--- config.mk ---
export PLATFORM = sky130hd
export DESIGN_NAME = first_fit_bump_allocator_flat
export DESIGN_NICKNAME = d
export VERILOG_FILES = /design/src/hdl/ffba_pkg.sv /design/src/hdl/ffba_ifs.sv /design/src/hdl/ffba_cell.sv /design/src/hdl/first_fit_bump_allocator.sv /design/src/flat_wrapper.sv
export SDC_FILE = /design/constraint.sdc
export NUM_CORES = 2
export LEC_CHECK = 0
export BUFFER_PORTS_ARGS = -buffer_cell sky130_fd_sc_hd__buf_2
export CORE_UTILIZATION = 57
export DETAILED_ROUTE_END_ITERATION = 7
export PLACE_DENSITY = 0.76
export SLEW_MARGIN = 20
export SYNTH_ARGS = -nofsm -noshare
export SYNTH_HDL_FRONTEND = slang
export SYNTH_SLANG_ARGS = --single-unit
--- constraint.sdc ---
create_clock -name clk -period 7.7 [get_ports clk]
set_input_delay 1.155 -clock clk [delete_from_list [all_inputs] [get_ports clk]]
set_output_delay 1.155 -clock clk [all_outputs]
set_load 0.01 [all_outputs]
--- src/hdl/ffba_pkg.sv ---
package ffba_pkg;

	// Fixed field widths of the request, response and configuration beats.
	localparam int unsigned SIZE_W   = 21;
	localparam int unsigned STATUS_W = 2;

	// Defaults for the top-level parameters.
	localparam int unsigned DEF_MAX_CHUNKS     = 64;
	localparam int unsigned DEF_HEADER_BYTES   = 24;
	localparam int unsigned DEF_HEAP_ADDR_BITS = 20;

	// Reset value of the heap size register.
	localparam logic [SIZE_W-1:0] REGION_SIZE_RESET = SIZE_W'(65536);

	// Command codes.
	localparam logic CMD_ALLOC = 1'b0;
	localparam logic CMD_FREE  = 1'b1;

	// Status codes.
	localparam logic [STATUS_W-1:0] ST_OK         = 2'd0;
	localparam logic [STATUS_W-1:0] ST_EXHAUSTED  = 2'd1;
	localparam logic [STATUS_W-1:0] ST_TABLE_FULL = 2'd2;
	localparam logic [STATUS_W-1:0] ST_UNKNOWN    = 2'd3;

	// Sequencer states.
	typedef enum logic [1:0] {
		S_IDLE,
		S_SCAN,
		S_DONE
	} ffba_state_t;

	// Per-cell control group.
	typedef struct packed {
		logic shift;
		logic ent_we;
		logic flag_we;
		logic flag_value;
	} ffba_cell_ctl_t;

endpackage

--- src/hdl/ffba_ifs.sv ---
interface ffba_req_if import ffba_pkg::*; ();
	logic              valid;
	logic              ready;
	logic              command;
	logic [SIZE_W-1:0] request_size;
	logic [SIZE_W-1:0] free_address;

	modport source (output valid, command, request_size, free_address, input ready);
	modport sink (input valid, command, request_size, free_address, output ready);
endinterface

interface ffba_rsp_if import ffba_pkg::*; ();
	logic                valid;
	logic                ready;
	logic [SIZE_W-1:0]   payload_address;
	logic [STATUS_W-1:0] status;

	modport source (output valid, payload_address, status, input ready);
	modport sink (input valid, payload_address, status, output ready);
endinterface

interface ffba_cfg_if import ffba_pkg::*; ();
	logic              valid;
	logic              ready;
	logic [SIZE_W-1:0] region_size;

	modport source (output valid, region_size, input ready);
	modport sink (input valid, region_size, output ready);
endinterface

--- src/hdl/ffba_cell.sv ---
module ffba_cell import ffba_pkg::*; #(
	parameter int unsigned HEAP_ADDR_BITS = DEF_HEAP_ADDR_BITS
) (
	input  logic                      clk,
	input  ffba_cell_ctl_t            ctl,
	input  logic [HEAP_ADDR_BITS-1:0] nb_start,
	input  logic [SIZE_W-1:0]         nb_length,
	input  logic                      nb_free,
	input  logic [HEAP_ADDR_BITS-1:0] wr_start,
	input  logic [SIZE_W-1:0]         wr_length,
	output logic [HEAP_ADDR_BITS-1:0] start,
	output logic [SIZE_W-1:0]         length,
	output logic                      is_free
);

	logic [HEAP_ADDR_BITS-1:0] start_q;
	logic [SIZE_W-1:0]         length_q;
	logic                      free_q;

	// One table entry: takes its neighbor's entry while the ring rotates,
	// otherwise accepts a new chunk or a new free flag.
	always_ff @(posedge clk) begin
		if (ctl.shift) begin
			start_q  <= nb_start;
			length_q <= nb_length;
			free_q   <= nb_free;
		end else if (ctl.ent_we) begin
			start_q  <= wr_start;
			length_q <= wr_length;
			free_q   <= 1'b0;
		end else if (ctl.flag_we) begin
			free_q <= ctl.flag_value;
		end
	end

	assign start   = start_q;
	assign length  = length_q;
	assign is_free = free_q;

endmodule

--- src/hdl/first_fit_bump_allocator.sv ---
// First-fit heap allocator with a bump pointer.
// Channels: req (sink) carries command, request_size and free_address; rsp
// (source) returns payload_address and status, one response beat for every
// request beat; cfg (sink) writes the region size and is always ready.
// The chunk table is a ring of MAX_CHUNKS cells. For each request the ring
// rotates one full lap, one entry per cycle past a single compare unit at
// the head, so the first-fit search and the free lookup see every entry.
// A request is accepted in S_IDLE, rotated through the ring in S_SCAN and
// loads the response register in S_DONE; the next request is accepted only
// after the return to S_IDLE, so requests do not overlap. The full lap of
// the ring sets the time that each request takes.
// Reset clears the chunk count, the break offset and the response valid flag,
// and sets the region size to 65536. Table contents need no clearing, because
// only entries below the chunk count are ever looked at.
// When the receiver stalls, the response waits in its register and a new
// request may still be accepted and scanned; it then holds at the end of its
// scan until the response register is free.
module first_fit_bump_allocator import ffba_pkg::*; #(
	parameter int unsigned MAX_CHUNKS     = DEF_MAX_CHUNKS,
	parameter int unsigned HEADER_BYTES   = DEF_HEADER_BYTES,
	parameter int unsigned HEAP_ADDR_BITS = DEF_HEAP_ADDR_BITS
) (
	input  logic       clk,
	input  logic       arst_n,
	ffba_req_if.sink   req,
	ffba_rsp_if.source rsp,
	ffba_cfg_if.sink   cfg
);

	localparam int unsigned IDX_W = (MAX_CHUNKS > 1) ? $clog2(MAX_CHUNKS) : 1;
	localparam int unsigned CNT_W = $clog2(MAX_CHUNKS + 1);
	localparam int unsigned CMP_W = 34;
	localparam int unsigned SUM_W = (HEAP_ADDR_BITS + 8 > SIZE_W) ?
		HEAP_ADDR_BITS + 8 : SIZE_W;

	ffba_state_t state_q, state_d;

	logic                      cmd_q;
	logic [SIZE_W-1:0]         req_size_q;
	logic [SIZE_W-1:0]         free_addr_q;
	logic [IDX_W-1:0]          scan_idx_q;
	logic                      found_q;
	logic [IDX_W-1:0]          hit_idx_q;
	logic [HEAP_ADDR_BITS-1:0] hit_start_q;
	logic [CNT_W-1:0]          count_q;
	logic [SIZE_W-1:0]         brk_q;
	logic [SIZE_W-1:0]         region_size_q;
	logic                      rsp_valid_q;
	logic [SIZE_W-1:0]         rsp_addr_q;
	logic [STATUS_W-1:0]       rsp_status_q;

	logic accept, scan_en, scan_last, commit;

	// Ring of cells.
	logic [HEAP_ADDR_BITS-1:0] c_start  [MAX_CHUNKS];
	logic [SIZE_W-1:0]         c_length [MAX_CHUNKS];
	logic                      c_free   [MAX_CHUNKS];

	logic                      ent_we, flag_we, flag_val;
	logic [IDX_W-1:0]          wr_idx;
	logic [HEAP_ADDR_BITS-1:0] wr_start;
	logic [CNT_W-1:0]          count_d;
	logic [SIZE_W-1:0]         brk_d;
	logic [SIZE_W-1:0]         rsp_addr_d;
	logic [STATUS_W-1:0]       rsp_status_d;

	genvar gi;
	generate
		for (gi = 0; gi < MAX_CHUNKS; gi++) begin : g_cell
			localparam int unsigned NXT = (gi + 1) % MAX_CHUNKS;
			ffba_cell_ctl_t ctl;

			assign ctl.shift      = scan_en;
			assign ctl.ent_we     = ent_we && (wr_idx == IDX_W'(gi));
			assign ctl.flag_we    = flag_we && (wr_idx == IDX_W'(gi));
			assign ctl.flag_value = flag_val;

			ffba_cell #(
				.HEAP_ADDR_BITS(HEAP_ADDR_BITS)
			) u_cell (
				.clk      (clk),
				.ctl      (ctl),
				.nb_start (c_start[NXT]),
				.nb_length(c_length[NXT]),
				.nb_free  (c_free[NXT]),
				.wr_start (wr_start),
				.wr_length(req_size_q),
				.start    (c_start[gi]),
				.length   (c_length[gi]),
				.is_free  (c_free[gi])
			);
		end
	endgenerate

	// Compare unit at the head of the ring.
	logic [SUM_W-1:0] head_sum;
	logic [SIZE_W-1:0] head_payload;
	logic head_valid, head_fit, head_match;

	assign head_sum     = SUM_W'(c_start[0]) + SUM_W'(HEADER_BYTES);
	assign head_payload = head_sum[SIZE_W-1:0];
	assign head_valid   = CNT_W'(scan_idx_q) < count_q;
	assign head_fit     = head_valid && c_free[0] && (c_length[0] >= req_size_q);
	assign head_match   = head_valid && (head_payload == free_addr_q);
	assign scan_last    = scan_idx_q == IDX_W'(MAX_CHUNKS - 1);

	// Next-state logic.
	always_comb begin
		state_d = state_q;
		case (state_q)
			S_IDLE: begin
				if (req.valid) state_d = S_SCAN;
			end
			S_SCAN: begin
				if (scan_last) state_d = S_DONE;
			end
			S_DONE: begin
				if (!rsp_valid_q || rsp.ready) state_d = S_IDLE;
			end
			default: state_d = S_IDLE;
		endcase
	end

	// Sequencer outputs.
	always_comb begin
		accept  = 1'b0;
		scan_en = 1'b0;
		commit  = 1'b0;
		case (state_q)
			S_IDLE: accept = req.valid;
			S_SCAN: scan_en = 1'b1;
			S_DONE: commit = !rsp_valid_q || rsp.ready;
			default: ;
		endcase
	end

	assign req.ready = (state_q == S_IDLE);
	assign cfg.ready = 1'b1;

	// Decision at the end of the lap: reuse, append, or free.
	logic [CMP_W-1:0] need, limit, cap;
	logic [SUM_W-1:0] hit_sum;
	logic [CMP_W-1:0] brk_sum;

	assign need    = CMP_W'(brk_q) + CMP_W'(HEADER_BYTES) + CMP_W'(req_size_q);
	assign cap     = CMP_W'(1) << HEAP_ADDR_BITS;
	assign limit   = (CMP_W'(region_size_q) < cap) ? CMP_W'(region_size_q) : cap;
	assign hit_sum = SUM_W'(hit_start_q) + SUM_W'(HEADER_BYTES);
	assign brk_sum = CMP_W'(brk_q) + CMP_W'(HEADER_BYTES);
	assign wr_start = HEAP_ADDR_BITS'(brk_q);

	always_comb begin
		ent_we       = 1'b0;
		flag_we      = 1'b0;
		flag_val     = 1'b0;
		wr_idx       = hit_idx_q;
		count_d      = count_q;
		brk_d        = brk_q;
		rsp_addr_d   = '0;
		rsp_status_d = ST_OK;
		if (cmd_q == CMD_ALLOC) begin
			if (found_q) begin
				flag_we    = commit;
				flag_val   = 1'b0;
				rsp_addr_d = hit_sum[SIZE_W-1:0];
			end else if (need > limit) begin
				rsp_status_d = ST_EXHAUSTED;
			end else if (count_q >= CNT_W'(MAX_CHUNKS)) begin
				rsp_status_d = ST_TABLE_FULL;
			end else begin
				ent_we     = commit;
				wr_idx     = count_q[IDX_W-1:0];
				count_d    = count_q + CNT_W'(1);
				brk_d      = need[SIZE_W-1:0];
				rsp_addr_d = brk_sum[SIZE_W-1:0];
			end
		end else begin
			if (!found_q) begin
				rsp_status_d = ST_UNKNOWN;
			end else begin
				flag_we  = commit;
				flag_val = 1'b1;
				if (CNT_W'(hit_idx_q) + CNT_W'(1) == count_q) begin
					count_d = count_q - CNT_W'(1);
					brk_d   = SIZE_W'(hit_start_q);
				end
			end
		end
	end

	// Control registers.
	always_ff @(posedge clk or negedge arst_n) begin
		if (!arst_n) begin
			state_q       <= S_IDLE;
			count_q       <= '0;
			brk_q         <= '0;
			region_size_q <= REGION_SIZE_RESET;
			rsp_valid_q   <= 1'b0;
		end else begin
			state_q <= state_d;
			if (cfg.valid) region_size_q <= cfg.region_size;
			if (commit) begin
				count_q     <= count_d;
				brk_q       <= brk_d;
				rsp_valid_q <= 1'b1;
			end else if (rsp.ready) begin
				rsp_valid_q <= 1'b0;
			end
		end
	end

	// Request capture, scan bookkeeping and response payload.
	always_ff @(posedge clk) begin
		if (accept) begin
			cmd_q       <= req.command;
			req_size_q  <= req.request_size;
			free_addr_q <= req.free_address;
			scan_idx_q  <= '0;
			found_q     <= 1'b0;
		end else if (scan_en) begin
			scan_idx_q <= scan_idx_q + IDX_W'(1);
			if (cmd_q == CMD_ALLOC) begin
				if (!found_q && head_fit) begin
					found_q     <= 1'b1;
					hit_idx_q   <= scan_idx_q;
					hit_start_q <= c_start[0];
				end
			end else if (head_match) begin
				found_q     <= 1'b1;
				hit_idx_q   <= scan_idx_q;
				hit_start_q <= c_start[0];
			end
		end
		if (commit) begin
			rsp_addr_q   <= rsp_addr_d;
			rsp_status_q <= rsp_status_d;
		end
	end

	assign rsp.valid           = rsp_valid_q;
	assign rsp.payload_address = rsp_addr_q;
	assign rsp.status          = rsp_status_q;

endmodule
--- src/flat_wrapper.sv ---
// flat-port wrapper written by rule: the top's interface ports become plain ports
module first_fit_bump_allocator_flat import ffba_pkg::*;
#(
	parameter int unsigned MAX_CHUNKS     = DEF_MAX_CHUNKS,
	parameter int unsigned HEADER_BYTES   = DEF_HEADER_BYTES,
	parameter int unsigned HEAP_ADDR_BITS = DEF_HEAP_ADDR_BITS
)
  (clk, arst_n, req_valid, req_command, req_request_size, req_free_address, req_ready, rsp_valid, rsp_payload_address, rsp_status, rsp_ready, cfg_valid, cfg_region_size, cfg_ready);
  ffba_req_if req_i ();
  ffba_rsp_if rsp_i ();
  ffba_cfg_if cfg_i ();
  input  logic clk;
  input  logic arst_n;
  input wire logic [$bits(req_i.valid)-1:0] req_valid;
  input wire logic [$bits(req_i.command)-1:0] req_command;
  input wire logic [$bits(req_i.request_size)-1:0] req_request_size;
  input wire logic [$bits(req_i.free_address)-1:0] req_free_address;
  output wire logic [$bits(req_i.ready)-1:0] req_ready;
  output wire logic [$bits(rsp_i.valid)-1:0] rsp_valid;
  output wire logic [$bits(rsp_i.payload_address)-1:0] rsp_payload_address;
  output wire logic [$bits(rsp_i.status)-1:0] rsp_status;
  input wire logic [$bits(rsp_i.ready)-1:0] rsp_ready;
  input wire logic [$bits(cfg_i.valid)-1:0] cfg_valid;
  input wire logic [$bits(cfg_i.region_size)-1:0] cfg_region_size;
  output wire logic [$bits(cfg_i.ready)-1:0] cfg_ready;
  assign req_i.valid = req_valid;
  assign req_i.command = req_command;
  assign req_i.request_size = req_request_size;
  assign req_i.free_address = req_free_address;
  assign req_ready = req_i.ready;
  assign rsp_valid = rsp_i.valid;
  assign rsp_payload_address = rsp_i.payload_address;
  assign rsp_status = rsp_i.status;
  assign rsp_i.ready = rsp_ready;
  assign cfg_i.valid = cfg_valid;
  assign cfg_i.region_size = cfg_region_size;
  assign cfg_ready = cfg_i.ready;
  first_fit_bump_allocator #(.MAX_CHUNKS(MAX_CHUNKS), .HEADER_BYTES(HEADER_BYTES), .HEAP_ADDR_BITS(HEAP_ADDR_BITS)) u_core (.clk(clk), .arst_n(arst_n), .req(req_i), .rsp(rsp_i), .cfg(cfg_i));
endmodule
==> impl_metrics.json <==
{
  "status": "finished, violations left",
  "violations": "DRC",
  "synth_cell_types": 81,
  "grt-ovfl-total": 0,
  "seqCellArea_mm2": 0.08492,
  "ctsResizeCount": 0,
  "cts_tree": "built",
  "yosysWarnings": 0,
  "tightest_slew_ns": 1.225,
  "numClockSinks": 2839,
  "vias_per_cell": 6.455,
  "cts.htree.levels": 5,
  "postRouteAntennaNets": 0,
  "wl_per_cell_um": 28.55,
  "post_cts_buffers": 0,
  "startpoint": "u_core.brk_q[3]$_DFFE_PN0P_",
  "fillers": 13390,
  "clk_path_buf_depth": 4,
  "rsz0062_at_grt": "false",
  "wirelength_um": 288300,
  "grt_max_degree": 282,
  "hold_buffers": 0,
  "fin_crit_sh": 0.8992,
  "drive_above_1_share": 0.1084,
  "grt_pass1_wl_um": 426300,
  "final_common_cell": "edfxtp_1",
  "dr_total_vias": 65200,
  "syn_to_final_growth_pct": 11.75,
  "dpl.hpwl_um": 166500,
  "hold_viol": 0,
  "p_leak_nw": 60.74,
  "cts_inserted_buffers": 290,
  "cp_max_fo": 25,
  "ys_async_sr_fraction": 0.01832,
  "multi_input_area_mm2": 0.02818,
  "hold_class": "input pin to async pin",
  "cts-root-buf": "clkbuf_16",
  "cp-start-kind": "register",
  "die_x_um": 450.7,
  "fin_skew_ns": 0.04982,
  "antenna_found_initial": 5,
  "final-setup-viol-count": 0,
  "max_slew_margin": 0.1836,
  "synth_nets": 7473,
  "gr-usage-all-layers": 0.2820,
  "num_rows": 164,
  "syn_area_mm2": 0.1147,
  "power.density_mw_per_mm2": 474.4,
  "ff2ff_path_depth": 22,
  "grt_pass1_vias": 64660,
  "fmax_mhz": 144.4,
  "worstSetupEndpointType": "register",
  "ys_ff_latch": 2839,
  "gp_congestion": 0.8902,
  "pin_count": 95,
  "die_area_mm2": 0.2031,
  "synth_edf_count": 2780,
  "synth_area_per_cell_um2": 15.67,
  "layout_common_cells": "edfxtp_1, a21o_1, clkbuf_16",
  "required_ns": 8.31,
  "maxSlewViolCount": 0,
  "drt_iter0_markers": 8665,
  "max_cap_violations": 0,
  "whs_ns": 0.3772,
  "coreArea_mm2": 0.1999,
  "synthCells": 7323,
  "fin_crit_ns": 6.924,
  "die_h_um": 450.7,
  "cts.clk_slew.worst_paths_ns": 0.07,
  "drcViolationCount": 32,
  "critPathArrivalTime_ns": 7.53,
  "r2r-start": "u_core.brk_q[3]$_DFFE_PN0P_",
  "fin_setup_tns_ns": 0,
  "finalNetCount": 7391,
  "synth_seq_area_share": 0.7401,
  "synthFlopType": "edfxtp_1",
  "start_util": 0.5741,
  "drtPass1Iterations": 8,
  "worst-setup-path-type": "register to register",
  "ir_drop_uv": 620.6,
  "portBuffers": 93,
  "clock_latency_ns": 0.94
}
==> cells by family after synthesis <==
| family | count (synthesis) | share of synthesized area |
|---|---|---|
| xor+xnor | 88 | 0.006717 |
| simple gates | 556 | 0.02305 |
| flops | 2839 | 0.7401 |
| compound gates | 3002 | 0.1924 |
| fa+ha+maj | 81 | 0.008964 |
| other cells | 1 | 0.00003268 |
| buf+inv | 695 | 0.02299 |
| mux | 61 | 0.005758 |
==> state kept, by name, indices dropped and copies added (netlist names), 7 cells and up <==
register and cells:
u_core.req_size_q 21, u_core.brk_q 21, u_core.region_size_q 21, u_core.rsp.payload_address 21, u_core.g_cell.u_cell.length 1344, u_core.count_q 7
u_core.free_addr_q 21, u_core.g_cell.u_cell.is_free 64, u_core.g_cell.u_cell.start 1280, u_core.hit_start_q 20
==> cells in the mapped netlist, types with 5 or more instances <==
cell type | number | share of area
edfxtp_1 | 2780 | 0.73
a21o_1 | 2637 | 0.17
clkbuf_1 | 551 | 0.018
nand2_1 | 192 | 0.0063
o21ai_0 | 117 | 0.0051
nor2_1 | 113 | 0.0037
a21oi_1 | 81 | 0.0035
ha_1 | 79 | 0.0086
buf_1 | 71 | 0.0023
nor3_1 | 56 | 0.0024
xnor2_1 | 56 | 0.0043
inv_1 | 55 | 0.0018
nand3_1 | 55 | 0.0024
and2_1 | 51 | 0.0028
dfrtp_1 | 51 | 0.011
o21ai_1 | 41 | 0.0018
mux2_2 | 40 | 0.0039
xor2_1 | 32 | 0.0024
nand4_1 | 23 | 0.0013
mux2i_1 | 21 | 0.0018
o211ai_1 | 14 | 0.00092
a31oi_1 | 13 | 0.00071
nor2b_1 | 12 | 0.00065
a21boi_0 | 11 | 0.00072
buf_2 | 11 | 0.00048
a2bb2oi_1 | 10 | 0.00076
a211oi_1 | 9 | 0.00059
and4_1 | 9 | 0.00069
dfxtp_1 | 7 | 0.0012
nand2b_1 | 7 | 0.00038
o2111ai_1 | 7 | 0.00053
and3_1 | 6 | 0.00033
o21a_1 | 6 | 0.00039
or4_1 | 6 | 0.00039
a211o_1 | 5 | 0.00038
nor4_1 | 5 | 0.00027
o21bai_1 | 5 | 0.00033
==> final timing paths <==
kind	to	slack [ns]
max in group asynchronous	u_core.rsp.valid$_DFFE_PN0P_	6.82
min reg2reg	u_core.g_cell[37].u_cell.length[19]$_DFFE_PP_	0.48
min in group clk	u_core.free_addr_q[2]$_DFFE_PP_	0.40
max reg2reg	u_core.g_cell[20].u_cell.is_free$_DFFE_PP_	0.78
min	u_core.region_size_q[20]$_DFFE_PN0P_	0.38
max	u_core.g_cell[20].u_cell.is_free$_DFFE_PP_	0.78
==> routing by layer <==
metal | vias up | wire length (um) | track usage
li1 | 27760 | - | -
met1 | 33450 | 115600 | 0.3980
met2 | 3440 | 134800 | 0.4363
met3 | 555 | 26620 | 0.05657
met4 | 2 | 11280 | 0.1065
met5 | - | 17 | 0
==> per-stage QoR <==
| step | util | setup WS (ns) | power, mW | area, um2 | std cells |
|---|---|---|---|---|---|
| final | 0.6415 | 0.7759 | 60.82 | 128200 | 10100 |
| after global routing | 0.6415 | 0.4408 | 63.30 | 128200 | 10100 |
| after CTS | 0.6410 | 0.9012 | 60.90 | 128100 | 10090 |
| after detailed placement | 0.5970 | 0.9571 | 47.06 | 119300 | 9601 |
| after global placement | 0.5970 | 1.040 | 46.84 | 119300 | 9601 |
| after floorplan | - | -0.6014 | 41.52 | 114700 | 7323 |
==> power by group <==
group	switching, mW	internal [mW]
registers	3.10	28.5
clock network	5.73	7.68
logic	8.77	7.02
==> worst max-delay path, cell delays in order (launching register included) <==
cell and delay (ns):
dfrtp_1 0.37, inv_1 0.13, ha_1 0.26, nand3b_1 0.26
nor2_1 0.23, xor2_1 0.12, ha_1 0.42, and4_1 0.33
or4b_1 0.45, nand2_1 0.17, a21bo_2 0.26, a211oi_1 0.14
nor2_1 0.13, nor2_1 0.06, xnor2_1 0.14, ha_1 0.31
a2111o_1 0.37, a221o_1 0.26, a211o_1 0.28, a21oi_2 0.51
o211ai_4 0.42, o31ai_2 0.75, and2_1 0.24
==> final cells by class <==
class,count,area share
Antenna cell,2,0.00003903
Tap cell,2656,0.02592
Timing Repair Buffer,263,0.02166
Multi-Input combinational cell,3789,0.2198
Inverter,58,0.001698
Clock inverter,125,0.008617
Clock buffer,368,0.05996
Sequential cell,2839,0.6623
(Power assumes the default switching activity.)
